[config.mk]
export PLATFORM = sky130hd
export DESIGN_NAME = gnss_time_to_utc_calendar_flat
export DESIGN_NICKNAME = d
export VERILOG_FILES = /design/src/gtuc_pkg.sv /design/src/gtuc_req_if.sv /design/src/gnss_time_to_utc_calendar.sv /design/src/flat_wrapper.sv
export VERILOG_INCLUDE_DIRS = /design/src /design/src/src
export SDC_FILE = /design/constraint.sdc
export NUM_CORES = 2
export LEC_CHECK = 0
export BUFFER_PORTS_ARGS = -buffer_cell sky130_fd_sc_hd__buf_4
export CAP_MARGIN = 0
export CORE_AREA = 10 10 463 465
export CTS_CLUSTER_DIAMETER = 40
export DETAILED_ROUTE_END_ITERATION = 10
export DIE_AREA = 0 0 473 475
export GPL_TIMING_DRIVEN = 0
export SLEW_MARGIN = 20
export SYNTH_ARGS = -nofsm -noshare
export SYNTH_HDL_FRONTEND = slang
export SYNTH_SLANG_ARGS = --single-unit
[constraint.sdc]
create_clock -name clock -period 53.8 [get_ports clock]
set_clock_uncertainty 0.2 [all_clocks]
set_input_delay 10.76 -clock clock [delete_from_list [all_inputs] [get_ports clock]]
set_output_delay 10.76 -clock clock [all_outputs]
set_load 0.01 [all_outputs]
[src/gnss_time_to_utc_calendar_macros.svh]
// ---------------------------------------------------------------------------
// gnss_time_to_utc_calendar_macros
// Assertion shorthands for the time-to-calendar block.
// ---------------------------------------------------------------------------
`ifndef GNSS_TIME_TO_UTC_CALENDAR_MACROS_SVH
`define GNSS_TIME_TO_UTC_CALENDAR_MACROS_SVH

// Check a property on every clock edge outside reset.
`define GTUC_ASSERT(lbl, prop) \
   lbl: assert property (@(posedge clock) disable iff (reset) (prop)) \
      else $error("gtuc assertion failed");

// Check a property on every clock edge, reset included.
`define GTUC_ASSERT_ALWAYS(lbl, prop) \
   lbl: assert property (@(posedge clock) (prop)) \
      else $error("gtuc assertion failed during reset");

`endif

[src/gtuc_pkg.sv]
// ---------------------------------------------------------------------------
// gtuc_pkg
// Types, constants and tables shared by the time-to-calendar block.
// ---------------------------------------------------------------------------
`timescale 1ns / 1ps
`default_nettype none
package gtuc_pkg;

   localparam int LEAP_TABLE_ENTRIES = 18;
   localparam int BUILTIN_LEAPS      = 18;
   localparam int LEAP_USED = (LEAP_TABLE_ENTRIES > BUILTIN_LEAPS) ? BUILTIN_LEAPS :
                              ((LEAP_TABLE_ENTRIES < 0) ? 0 : LEAP_TABLE_ENTRIES);

   localparam int NUM_STAGES = 12;
   localparam int CSR_ADDR_W = 3;
   localparam int CSR_DATA_W = 32;

   // register index of leap_second_enable
   localparam logic [0:0] REG_LEAP_ENABLE = 1'b0;

   typedef enum logic [1:0] {
      TS_GPS     = 2'd0,
      TS_BEIDOU  = 2'd1,
      TS_GALILEO = 2'd2,
      TS_SPARE   = 2'd3
   } time_sys_type;

   localparam logic [30:0] LEAP_INSTANTS [0:BUILTIN_LEAPS-1] = '{
      31'd46828800,   31'd78364801,   31'd109900802,  31'd173059203,
      31'd252028804,  31'd315187205,  31'd346723206,  31'd393984007,
      31'd425520008,  31'd457056009,  31'd504489610,  31'd551750411,
      31'd599184012,  31'd820108813,  31'd914803214,  31'd1025136015,
      31'd1119744016, 31'd1167264017
   };

   localparam logic [8:0] MONTH_START [0:11] = '{
      9'd0, 9'd31, 9'd59, 9'd90, 9'd120, 9'd151,
      9'd181, 9'd212, 9'd243, 9'd273, 9'd304, 9'd334
   };

   // one word in flight, carried through every stage
   typedef struct packed {
      logic [15:0] sub;
      logic [13:0] week;
      logic [30:0] msw;
      logic [19:0] q1000;
      logic [33:0] wsec;
      logic [33:0] gps;
      logic [4:0]  adj;
      logic        at_leap;
      logic [30:0] r;
      logic [4:0]  qd;
      logic [16:0] week7;
      logic [26:0] msday;
      logic [16:0] dp;
      logic [5:0]  cycd;
      logic [16:0] secs;
      logic [10:0] rem;
      logic        feb29;
      logic [9:0]  ms;
      logic [4:0]  hour;
      logic [11:0] year;
      logic [11:0] rs;
      logic [5:0]  minute;
      logic [3:0]  month;
      logic [4:0]  dom;
      logic [5:0]  sec;
      logic        oor;
   } item_type;

endpackage
`default_nettype wire

[src/gtuc_req_if.sv]
// ---------------------------------------------------------------------------
// gtuc_req_if
// Input channel: GNSS time word with valid/ready.
// ---------------------------------------------------------------------------
`timescale 1ns / 1ps
`default_nettype none
interface gtuc_req_if;
   logic        valid;
   logic        ready;
   logic [1:0]  time_system;
   logic [12:0] week_number;
   logic [29:0] millisecond_of_week;
   logic [15:0] sub_millisecond;

   modport source (output valid, time_system, week_number, millisecond_of_week,
                   sub_millisecond, input ready);
   modport sink   (input valid, time_system, week_number, millisecond_of_week,
                   sub_millisecond, output ready);
endinterface

// ---------------------------------------------------------------------------
// gtuc_rsp_if
// Result channel: UTC calendar word with valid/ready.
// ---------------------------------------------------------------------------
interface gtuc_rsp_if;
   logic        valid;
   logic        ready;
   logic [11:0] year;
   logic [3:0]  month;
   logic [4:0]  day_of_month;
   logic [4:0]  hour;
   logic [5:0]  minute;
   logic [5:0]  whole_second;
   logic [9:0]  millisecond;
   logic [15:0] sub_ms_out;
   logic        out_of_range;

   modport source (output valid, year, month, day_of_month, hour, minute,
                   whole_second, millisecond, sub_ms_out, out_of_range, input ready);
   modport sink   (input valid, year, month, day_of_month, hour, minute,
                   whole_second, millisecond, sub_ms_out, out_of_range, output ready);
endinterface
`default_nettype wire

[src/gnss_time_to_utc_calendar.sv]
// ---------------------------------------------------------------------------
// gnss_time_to_utc_calendar
// GPS / BeiDou / Galileo week time to UTC calendar date, leap seconds applied.
// ---------------------------------------------------------------------------
// One word enters each cycle while the pipeline is not stalled. The pipeline
// is twelve register stages, each holding at most two constant-reciprocal
// multiplies, and the last stage is the output register. A stall on the
// result side holds the whole pipeline. BeiDou adds 1356 weeks and 14000 ms,
// Galileo 1024 weeks, code 3 is GPS. The leap count comes from an 18-entry
// table compared in parallel; with leap_second_enable set, an instant on a
// table entry reads second 60. Years outside 1984..2099 raise out_of_range.
// Register 0 (byte address 0) is leap_second_enable, reset 1.
`timescale 1ns / 1ps
`default_nettype none
module gnss_time_to_utc_calendar (
   input  wire logic                                clock,
   input  wire logic                                reset,
   gtuc_req_if.sink                                 req_chan,
   gtuc_rsp_if.source                               rsp_chan,
   input  wire logic                                csr_psel,
   input  wire logic                                csr_penable,
   input  wire logic                                csr_pwrite,
   input  wire logic [gtuc_pkg::CSR_ADDR_W-1:0]     csr_paddr,
   input  wire logic [gtuc_pkg::CSR_DATA_W-1:0]     csr_pwdata,
   output logic      [gtuc_pkg::CSR_DATA_W-1:0]     csr_prdata,
   output logic                                     csr_pready
);

   localparam int N = gtuc_pkg::NUM_STAGES;

   // reciprocal multipliers, each exact over its input range
   localparam logic [30:0] RECIP_MSW_1000 = 31'd1099511628; // 2^40 / 1000
   localparam logic [21:0] RECIP_DAY      = 22'd3257813;    // 2^38 / 84375
   localparam logic [17:0] RECIP_CYCLE    = 18'd183735;     // 2^28 / 1461
   localparam logic [27:0] RECIP_SEC_1000 = 28'd137438954;  // 2^37 / 1000
   localparam logic [17:0] RECIP_HOUR     = 18'd149131;     // 2^29 / 3600
   localparam logic [12:0] RECIP_MIN      = 13'd4370;       // 2^18 / 60

   logic                 leap_en_ff, leap_en_in;
   logic                 csr_wr;
   logic [N-1:0]         vld_ff, vld_in;
   gtuc_pkg::item_type   st_ff [N];
   gtuc_pkg::item_type   st_in [N];
   logic                 adv;

   // ---------------- configuration port ----------------
   assign csr_pready = 1'b1;
   assign csr_wr     = csr_psel && csr_penable && csr_pwrite && csr_pready;

   always_comb begin
      leap_en_in = leap_en_ff;
      if (csr_wr && (csr_paddr[2] == gtuc_pkg::REG_LEAP_ENABLE)) begin
         leap_en_in = csr_pwdata[0];
      end
   end

   always_comb begin
      csr_prdata = '0;
      if (csr_paddr[2] == gtuc_pkg::REG_LEAP_ENABLE) begin
         csr_prdata[0] = leap_en_ff;
      end
   end

   always_ff @(posedge clock) begin
      if (reset) begin
         leap_en_ff <= 1'b1;
      end else begin
         leap_en_ff <= leap_en_in;
      end
   end

   // ---------------- pipeline control ----------------
   // Advance every stage together unless the output word is held.
   assign adv            = !vld_ff[N-1] || rsp_chan.ready;
   assign req_chan.ready = adv;

   always_comb begin
      vld_in = {vld_ff[N-2:0], req_chan.valid};
   end

   always_ff @(posedge clock) begin
      if (reset) begin
         vld_ff <= '0;
      end else if (adv) begin
         vld_ff <= vld_in;
      end
   end

   always_ff @(posedge clock) begin
      if (adv) begin
         st_ff <= st_in;
      end
   end

   // ---------------- stage logic ----------------
   logic [60:0] p_msw;
   logic [42:0] p_day;
   logic [34:0] p_cyc;
   logic [54:0] p_sec;
   logic [34:0] p_hour;
   logic [23:0] p_min;
   logic [4:0]  leap_cnt;
   logic        leap_hit;
   logic [10:0] rem_v;
   logic [11:0] year_v;
   logic        feb29_v;
   logic [3:0]  mon_v;
   logic [5:0]  sec_v;

   always_comb begin
      st_in[0] = '0;
      for (int k = 1; k < N; k++) begin
         st_in[k] = st_ff[k-1];
      end

      // stage 1: move source time onto GPS time; the ms sum may pass 30 bits
      st_in[0].sub  = req_chan.sub_millisecond;
      st_in[0].week = {1'b0, req_chan.week_number};
      st_in[0].msw  = {1'b0, req_chan.millisecond_of_week};
      case (gtuc_pkg::time_sys_type'(req_chan.time_system))
         gtuc_pkg::TS_BEIDOU: begin
            st_in[0].week = {1'b0, req_chan.week_number} + 14'd1356;
            st_in[0].msw  = {1'b0, req_chan.millisecond_of_week} + 31'd14000;
         end
         gtuc_pkg::TS_GALILEO: begin
            st_in[0].week = {1'b0, req_chan.week_number} + 14'd1024;
         end
         default: begin
            st_in[0].week = {1'b0, req_chan.week_number};
         end
      endcase

      // stage 2: whole seconds of week and seconds of weeks
      p_msw          = 61'(st_ff[0].msw) * 61'(RECIP_MSW_1000);
      st_in[1].q1000 = p_msw[59:40];
      st_in[1].wsec  = 34'(st_ff[0].week) * 34'(604800);

      // stage 3: GPS seconds
      st_in[2].gps = st_ff[1].wsec + 34'(st_ff[1].q1000);

      // stage 4: leap table lookup, all entries compared at once
      leap_cnt = '0;
      leap_hit = 1'b0;
      for (int i = 0; i < gtuc_pkg::LEAP_USED; i++) begin
         if (st_ff[2].gps > 34'(gtuc_pkg::LEAP_INSTANTS[i])) begin
            leap_cnt = leap_cnt + 5'd1;
         end
         if (st_ff[2].gps == 34'(gtuc_pkg::LEAP_INSTANTS[i])) begin
            leap_hit = 1'b1;
         end
      end
      st_in[3].adj     = leap_en_ff ? (leap_cnt + 5'(leap_hit)) : 5'd0;
      st_in[3].at_leap = leap_en_ff && leap_hit;

      // stage 5: ms of week plus one week of padding, minus leap ms
      st_in[4].r = 31'(st_ff[3].msw) + 31'd604800000 - 31'(st_ff[3].adj) * 31'd1000;

      // stage 6: day within padded week (86400000 = 2^10 * 84375), up to 19
      p_day          = 43'(st_ff[4].r[30:10]) * 43'(RECIP_DAY);
      st_in[5].qd    = p_day[42:38];
      st_in[5].week7 = 17'(st_ff[4].week) * 17'd7;

      // stage 7: ms of day, and day count from 1 Jan 1976 so that it stays positive
      st_in[6].msday = 27'(st_ff[5].r - 31'(st_ff[5].qd) * 31'd86400000);
      st_in[6].dp    = st_ff[5].week7 + 17'(st_ff[5].qd) + 17'd1459;

      // stage 8: four-year cycle and whole seconds of day
      p_cyc          = 35'(st_ff[6].dp) * 35'(RECIP_CYCLE);
      st_in[7].cycd  = p_cyc[33:28];
      p_sec          = 55'(st_ff[6].msday) * 55'(RECIP_SEC_1000);
      st_in[7].secs  = p_sec[53:37];

      // stage 9: day within cycle, ms of second, hour
      st_in[8].rem  = 11'(st_ff[7].dp - 17'(st_ff[7].cycd) * 17'd1461);
      st_in[8].ms   = 10'(st_ff[7].msday - 27'(st_ff[7].secs) * 27'd1000);
      p_hour        = 35'(st_ff[7].secs) * 35'(RECIP_HOUR);
      st_in[8].hour = p_hour[33:29];

      // stage 10: year within cycle, fold out Feb 29
      rem_v   = st_ff[8].rem;
      year_v  = 12'd1976 + 12'(st_ff[8].cycd) * 12'd4;
      feb29_v = 1'b0;
      if (rem_v >= 11'd1096) begin
         rem_v  = rem_v - 11'd1096;
         year_v = year_v + 12'd3;
      end else if (rem_v >= 11'd731) begin
         rem_v  = rem_v - 11'd731;
         year_v = year_v + 12'd2;
      end else if (rem_v >= 11'd366) begin
         rem_v  = rem_v - 11'd366;
         year_v = year_v + 12'd1;
      end else if (rem_v >= 11'd60) begin
         rem_v  = rem_v - 11'd1;
      end else if (rem_v == 11'd59) begin
         feb29_v = 1'b1;
      end
      st_in[9].rem   = rem_v;
      st_in[9].year  = year_v;
      st_in[9].feb29 = feb29_v;
      st_in[9].rs    = 12'(st_ff[8].secs - 17'(st_ff[8].hour) * 17'd3600);

      // stage 11: month and day, minute
      mon_v = 4'd12;
      for (int i = 11; i >= 1; i--) begin
         if (st_ff[9].rem < 11'(gtuc_pkg::MONTH_START[i])) begin
            mon_v = 4'(i);
         end
      end
      if (st_ff[9].feb29) begin
         st_in[10].month = 4'd2;
         st_in[10].dom   = 5'd29;
      end else begin
         st_in[10].month = mon_v;
         st_in[10].dom   = 5'(st_ff[9].rem - 11'(gtuc_pkg::MONTH_START[mon_v - 4'd1])
                              + 11'd1);
      end
      p_min            = 24'(st_ff[9].rs) * 24'(RECIP_MIN);
      st_in[10].minute = p_min[23:18];

      // stage 12 (output register): second, leap second, range flag
      sec_v            = 6'(st_ff[10].rs - 12'(st_ff[10].minute) * 12'd60);
      st_in[11].sec    = sec_v + 6'(st_ff[10].at_leap);
      st_in[11].oor    = (st_ff[10].year < 12'd1984) || (st_ff[10].year > 12'd2099);
   end

   // ---------------- result word ----------------
   assign rsp_chan.valid        = vld_ff[N-1];
   assign rsp_chan.year         = st_ff[N-1].year;
   assign rsp_chan.month        = st_ff[N-1].month;
   assign rsp_chan.day_of_month = st_ff[N-1].dom;
   assign rsp_chan.hour         = st_ff[N-1].hour;
   assign rsp_chan.minute       = st_ff[N-1].minute;
   assign rsp_chan.whole_second = st_ff[N-1].sec;
   assign rsp_chan.millisecond  = st_ff[N-1].ms;
   assign rsp_chan.sub_ms_out   = st_ff[N-1].sub;
   assign rsp_chan.out_of_range = st_ff[N-1].oor;

   // ---------------- assertions ----------------
`include "gnss_time_to_utc_calendar_macros.svh"

   `GTUC_ASSERT_ALWAYS(a_flush_on_reset, reset |=> !rsp_chan.valid)
   `GTUC_ASSERT(a_month_legal, rsp_chan.valid |-> (rsp_chan.month >= 4'd1 && rsp_chan.month <= 4'd12 && rsp_chan.day_of_month >= 5'd1))
   `GTUC_ASSERT(a_range_flag, (rsp_chan.valid && !rsp_chan.out_of_range) |-> (rsp_chan.year >= 12'd1984 && rsp_chan.year <= 12'd2099))
   `GTUC_ASSERT(a_no_leap_when_off, (rsp_chan.valid && !leap_en_ff) |-> rsp_chan.whole_second <= 6'd59)

endmodule
`default_nettype wire
[src/flat_wrapper.sv]
// flat-port wrapper written by rule: the top's interface ports become plain ports
module gnss_time_to_utc_calendar_flat 
  (clock, reset, csr_psel, csr_penable, csr_pwrite, csr_paddr, csr_pwdata, csr_prdata, csr_pready, req_chan_valid, req_chan_time_system, req_chan_week_number, req_chan_millisecond_of_week, req_chan_sub_millisecond, req_chan_ready, rsp_chan_valid, rsp_chan_year, rsp_chan_month, rsp_chan_day_of_month, rsp_chan_hour, rsp_chan_minute, rsp_chan_whole_second, rsp_chan_millisecond, rsp_chan_sub_ms_out, rsp_chan_out_of_range, rsp_chan_ready);
  gtuc_req_if req_chan_i ();
  gtuc_rsp_if rsp_chan_i ();
  input  wire logic clock;
  input  wire logic reset;
  input  wire logic csr_psel;
  input  wire logic csr_penable;
  input  wire logic csr_pwrite;
  input  wire logic [gtuc_pkg::CSR_ADDR_W-1:0] csr_paddr;
  input  wire logic [gtuc_pkg::CSR_DATA_W-1:0] csr_pwdata;
  output logic      [gtuc_pkg::CSR_DATA_W-1:0] csr_prdata;
  output logic csr_pready;
  input wire logic [$bits(req_chan_i.valid)-1:0] req_chan_valid;
  input wire logic [$bits(req_chan_i.time_system)-1:0] req_chan_time_system;
  input wire logic [$bits(req_chan_i.week_number)-1:0] req_chan_week_number;
  input wire logic [$bits(req_chan_i.millisecond_of_week)-1:0] req_chan_millisecond_of_week;
  input wire logic [$bits(req_chan_i.sub_millisecond)-1:0] req_chan_sub_millisecond;
  output wire logic [$bits(req_chan_i.ready)-1:0] req_chan_ready;
  output wire logic [$bits(rsp_chan_i.valid)-1:0] rsp_chan_valid;
  output wire logic [$bits(rsp_chan_i.year)-1:0] rsp_chan_year;
  output wire logic [$bits(rsp_chan_i.month)-1:0] rsp_chan_month;
  output wire logic [$bits(rsp_chan_i.day_of_month)-1:0] rsp_chan_day_of_month;
  output wire logic [$bits(rsp_chan_i.hour)-1:0] rsp_chan_hour;
  output wire logic [$bits(rsp_chan_i.minute)-1:0] rsp_chan_minute;
  output wire logic [$bits(rsp_chan_i.whole_second)-1:0] rsp_chan_whole_second;
  output wire logic [$bits(rsp_chan_i.millisecond)-1:0] rsp_chan_millisecond;
  output wire logic [$bits(rsp_chan_i.sub_ms_out)-1:0] rsp_chan_sub_ms_out;
  output wire logic [$bits(rsp_chan_i.out_of_range)-1:0] rsp_chan_out_of_range;
  input wire logic [$bits(rsp_chan_i.ready)-1:0] rsp_chan_ready;
  assign req_chan_i.valid = req_chan_valid;
  assign req_chan_i.time_system = req_chan_time_system;
  assign req_chan_i.week_number = req_chan_week_number;
  assign req_chan_i.millisecond_of_week = req_chan_millisecond_of_week;
  assign req_chan_i.sub_millisecond = req_chan_sub_millisecond;
  assign req_chan_ready = req_chan_i.ready;
  assign rsp_chan_valid = rsp_chan_i.valid;
  assign rsp_chan_year = rsp_chan_i.year;
  assign rsp_chan_month = rsp_chan_i.month;
  assign rsp_chan_day_of_month = rsp_chan_i.day_of_month;
  assign rsp_chan_hour = rsp_chan_i.hour;
  assign rsp_chan_minute = rsp_chan_i.minute;
  assign rsp_chan_whole_second = rsp_chan_i.whole_second;
  assign rsp_chan_millisecond = rsp_chan_i.millisecond;
  assign rsp_chan_sub_ms_out = rsp_chan_i.sub_ms_out;
  assign rsp_chan_out_of_range = rsp_chan_i.out_of_range;
  assign rsp_chan_i.ready = rsp_chan_ready;
  gnss_time_to_utc_calendar u_core (.clock(clock), .reset(reset), .req_chan(req_chan_i), .rsp_chan(rsp_chan_i), .csr_psel(csr_psel), .csr_penable(csr_penable), .csr_pwrite(csr_pwrite), .csr_paddr(csr_paddr), .csr_pwdata(csr_pwdata), .csr_prdata(csr_prdata), .csr_pready(csr_pready));
endmodule
# Word level (Yosys, flattened, before mapping)
# Memories as Yosys holds them, arrays and structs flattened.
# Index checks and enable logic that the tools add are counted.
[totals]
reg_bits = 853
rom_bits = 144
out_inout_bits = 100
wordCells = 257
n_memories = 1
[mem_list]
columns = ["name", "depth", "word_bits", "read_ports", "rd_clocked_by_memory_dff", "write_ports", "line_no", "text"]
rows = [
  ["(name not given)", 16, 9, 1, 0, 0, "gnss_time_to_utc_calendar.sv:214", "st_in[10].dom = 5'(st_ff[9].rem - 11'(gtuc_pkg::MONTH_START[mon_v - 4'd1])"],
]
[classes]
add_sub_neg = 43
mul = 14
n_lt_le_gt_ge = 36
n_eq_ne = 21
muxes = 60
bitwise = 2
reduce_logical = 8
[ops]
columns = ["op", "count"]
rows = [
  ["34-bit by 29-bit == test with 1-bit output, second input constant", 6],
  ["34-bit by 29-bit greater-than comparator with 1-bit output, second input constant", 6],
  ["34-bit by 30-bit == test with 1-bit output, second input constant", 5],
  ["34-bit by 30-bit greater-than comparator with 1-bit output, second input constant", 5],
  ["5-bit two-way mux", 19],
  ["5-bit by 1-bit adder with 5-bit output, second input constant", 17],
  ["34-bit by 27-bit == test with 1-bit output, second input constant", 2],
  ["34-bit by 28-bit == test with 1-bit output, second input constant", 2],
  ["34-bit by 31-bit == test with 1-bit output, second input constant", 2],
  ["34-bit by 27-bit greater-than comparator with 1-bit output, second input constant", 2],
  ["34-bit by 28-bit greater-than comparator with 1-bit output, second input constant", 2],
  ["34-bit by 31-bit greater-than comparator with 1-bit output, second input constant", 2],
  ["17-bit by 18-bit multiplier with 34-bit output, second input constant", 2],
  ["31-bit by 29-bit multiplier with 58-bit output, second input constant", 1],
  ["27-bit by 27-bit multiplier with 53-bit output, second input constant", 1],
  ["11-bit by 8-bit less-than comparator with 1-bit output, second input constant", 4],
  ["11-bit two-way mux", 4],
  ["21-bit by 22-bit multiplier with 43-bit output, second input constant", 1],
  ["12-bit two-way mux", 3],
  ["34-bit by 20-bit adder with 34-bit output", 1],
  ["34-bit by 26-bit == test with 1-bit output, second input constant", 1],
  ["34-bit by 26-bit greater-than comparator with 1-bit output, second input constant", 1],
  ["11-bit by 9-bit less-than comparator with 1-bit output, second input constant", 3],
  ["30-bit by 14-bit adder with 31-bit output, second input constant", 1],
  ["other kinds (55)", 91],
]

# Depth between registers and ports, before layout
[logic_depth]
depth_word = 37
mapped_depth = 63
depth_no_buf = 62

# Least setup slack after synthesis
# OpenSTA, ideal clock, no wires.
[synth_timing]
kind = "input-to-output"
startpoint = "input rsp_chan_ready"
endpoint = "output req_chan_ready"
t_arrival_ns = 33.755
setup_slack_ns = 9.085
path_stages = 3
n_path_buf = 1
cell_sequence = "nor2b_1 inv_1 clkbuf_1"
[synth_between]
elab_chain_len = 1
[synth_rtl]
columns = ["item", "line_no", "text"]
rows = [
  ["start, declared", "flat_wrapper.sv:31", "input wire logic [$bits(rsp_chan_i.ready)-1:0] rsp_chan_ready;"],
  ["1-bit logical OR", "gnss_time_to_utc_calendar.sv:74", "assign adv = !vld_ff[N-1] || rsp_chan.ready;"],
  ["end, declared", "flat_wrapper.sv:20", "output wire logic [$bits(req_chan_i.ready)-1:0] req_chan_ready;"],
]
# Every way passes these cells.

# Worst setup path in the final report
# Ends and elaborated chain as after synthesis.

==> flow_summary.ini <==
[status]
status = completed

[run]
cap_viol_max_count = 0

[die]
fp.coreArea_sq_mm = 0.2044
io_pins = 203
die_area_sq_mm = 0.2247
floorplan.initialDensity_pct = 41.95
num_rows = 166
fp.dieW_microns = 473
fp.dieH_microns = 475

[placed_design]
io_buffers = 137
gp_congestion = 0.8896
post-place-ws_ps = 29270
post-place-cells = 10340
place_area_sq_mm = 0.09069
dp_hpwl_microns = 144600

[setup_path]
reg2reg_slack_ps = 39300
cp.required_ps = 42840
endpoint_kind = primary output
path_class = in -> out
path_max_fanout = 51
reg2reg_depth = 62
r2r-end = u_core.st_ff[2982]
arrival_ps = 13540
timing.rr.start = u_core.st_ff[3352]
startpoint_type = input port
path_common_cell = buf_16
max_stage_delay_ps = 480
path_cells = buf_4, nor2b_1, inv_1, clkbuf_4, buf_16, buf_16, buf_16, buf_12, buf_12, buf_16, buf_4
crit_slowest_cell = clkbuf_4

[cells_and_area]
stdcell_count = 10610
syn2layout_area_growth_pct = 11.64
final_nets = 10480
drive_gt1_share_pct = 6.870
antennaDiodeCount = 0
finalInstanceArea_sq_mm = 0.09571

[clock_tree]
cts_tree = done
htreeDepth = 4
clock_sinks = 851
cts_buffers = 144
clkLatencyLatePin_ps = 800
postCtsSetupBuffers = 0
clkTransAtPathRegs_ps = 60
ctsResizeCount = 0
hold_buffers = 0
ctsLongestPathBuffers = 3
cts-root-buf = clkbuf_16

[sta]
slew_headroom_pct = 18.91
fmax_ghz = 0.04081
fin_ws_ps = 29300
tns_ps = 0
finalCritPeriodShare_pct = 45.54
grt_setup_unrepaired = false
worstMarginPinSlew_ps = 1205
slew_violations = 0
finalHoldViolations = 0
finalSetupViolCount = 0
fin_crit_ps = 24500

[routing]
drcViolationCount = 0
num_vias = 51660
totalWireLength_microns = 177400
ant_nets = 0
drt_iter0_markers = 2318
drtPass1Iterations = 5
viasPerCell = 4.870
avgRoutedWirePerCell_microns = 16.72

[grt]
grt_remaining_overflow = 0
grt_pass1_vias = 56360
grt_max_degree = 61
antenna_found_initial = 2
gr-usage-all-layers_pct = 16.24
grt_first_pass_wirelength_microns = 294500

[logic_synthesis]
synth-edff-count = 838
ys_ff_latch = 851
netlist_area_sq_mm = 0.08573
syn_inst = 7470
syn_avg_cell_area_sq_um = 11.48
yosys_warnings = 0
synthFlopType = edfxtp_1
ys_seq_area_share_pct = 29.66
post_synth_num_cell_types = 96
ys_async_sr_fraction_pct = 0

[min_path]
whs_endpoint = u_core.st_ff[1726]
hold_depth = 0
hold_class = reg -> reg
worstHoldStart = u_core.st_ff[2074]
==> area by class of cell <==
class	instances	area (sq um)
fillers	18680	108700
plain buffers	155	958.4
flip-flops and latches	851	25420
clock inverters	106	1331
inverters	1890	7094
clock buffers	159	3681
multi-input cells	4604	52390
well taps	2688	3363
repair buffers	154	1466
==> metrics by stage <==
step / utilization (%) / hold WS, ps
2_1_floorplan: - / 200.3
3_3_place_gp: 44.15 / 200.2
3_5_place_dp: 44.38 / 204.5
4_1_cts: 46.83 / 175.5
5_1_grt: 46.83 / 184.5
6_report: 46.83 / 182.4
==> cell usage after synthesis, drive strengths merged, types with 65 or more instances <==
| master | instances | share of area, % |
|---|---|---|
| a21o | 123 | 1.1 |
| fa | 1006 | 23 |
| ha | 1566 | 23 |
| nor2 | 205 | 0.90 |
| o21ai | 184 | 1.1 |
| nand3 | 65 | 0.38 |
| edfxtp | 838 | 29 |
| inv | 1889 | 8.3 |
| xnor2 | 225 | 2.3 |
| nand2 | 209 | 0.92 |
| xor2 | 90 | 0.94 |
| a21oi | 230 | 1.3 |
| buf | 100 | 0.87 |
==> how the worst max path moves through the flow <==
stage | start | to | slack, ps | cells after the start
2_1_floorplan | rsp_chan_ready | req_chan_ready | 9080 | 3
3_3_place_gp | rsp_chan_ready | req_chan_ready | -2980 | 5
3_5_place_dp | rsp_chan_ready | req_chan_ready | 29270 | 11
4_1_cts | rsp_chan_ready | req_chan_ready | 29270 | 11
5_1_grt | rsp_chan_ready | req_chan_ready | 29070 | 11
6_report | rsp_chan_ready | req_chan_ready | 29300 | 11
==> critical path: cells and delay by family <==
family                 cells  cell delay (ps)
buffers and inverters     10             2530
and+or+nand+nor            1               60
==> kinds of logic after synthesis <==
group | synth area share [%]
adder cells (fa/ha/maj) | 46.35
buffers and inverters | 9.389
AND/OR/NAND/NOR | 5.269
flip-flops | 29.66
AO/OA/AOI/OAI | 5.778
XOR/XNOR | 3.355
multiplexers | 0.1970
other | 0.008760
==> routing by layer <==
metal  up-vias  routed length (microns)  track usage [%]
met4         0                     4792            4.738
met3       288                     5944            2.564
li1      25130                        -                -
met2       704                    86790            28.09
met1     25540                    79820            21.00
met5         -                        0                0
==> placed cells by master, fill, tap and decap left out, types with 18 or more instances in the layout <==
cell type,n
or2_2,21
nand3_1,65
nor2b_1,55
a21o_1,123
and3_1,29
xor2_1,88
buf_4,234
nor3_1,57
nor4_1,32
a31oi_1,22
nor2_1,205
nand4_1,48
a21boi_0,24
nand2_1,209
o21bai_1,29
clkbuf_1,68
xnor2_1,224
inv_1,1889
o21ai_0,176
nand2b_1,49
o21a_1,23
edfxtp_1,838
inv_6,21
a21oi_1,230
fa_1,1006
conb_1,32
clkbuf_16,145
ha_1,1566
and2_1,28
o211ai_1,18
==> sequential cells by signal (all words and copies together) (netlist names) <==
name / cells
u_core.rsp_chan.sub_ms_out: 16
u_core.rsp_chan.hour: 5
u_core.vld_ff: 12
u_core.rsp_chan.millisecond: 10
u_core.rsp_chan.out_of_range: 1
u_core.st_ff: 773
u_core.leap_en_ff: 1
u_core.rsp_chan.minute: 6
u_core.rsp_chan.year: 12
u_core.rsp_chan.whole_second: 6
u_core.rsp_chan.month: 4
u_core.rsp_chan.day_of_month: 5
Power is left out: the tool's default activity adds up to more than one toggle a clock period on the data nets, which glitch-free logic cannot reach.
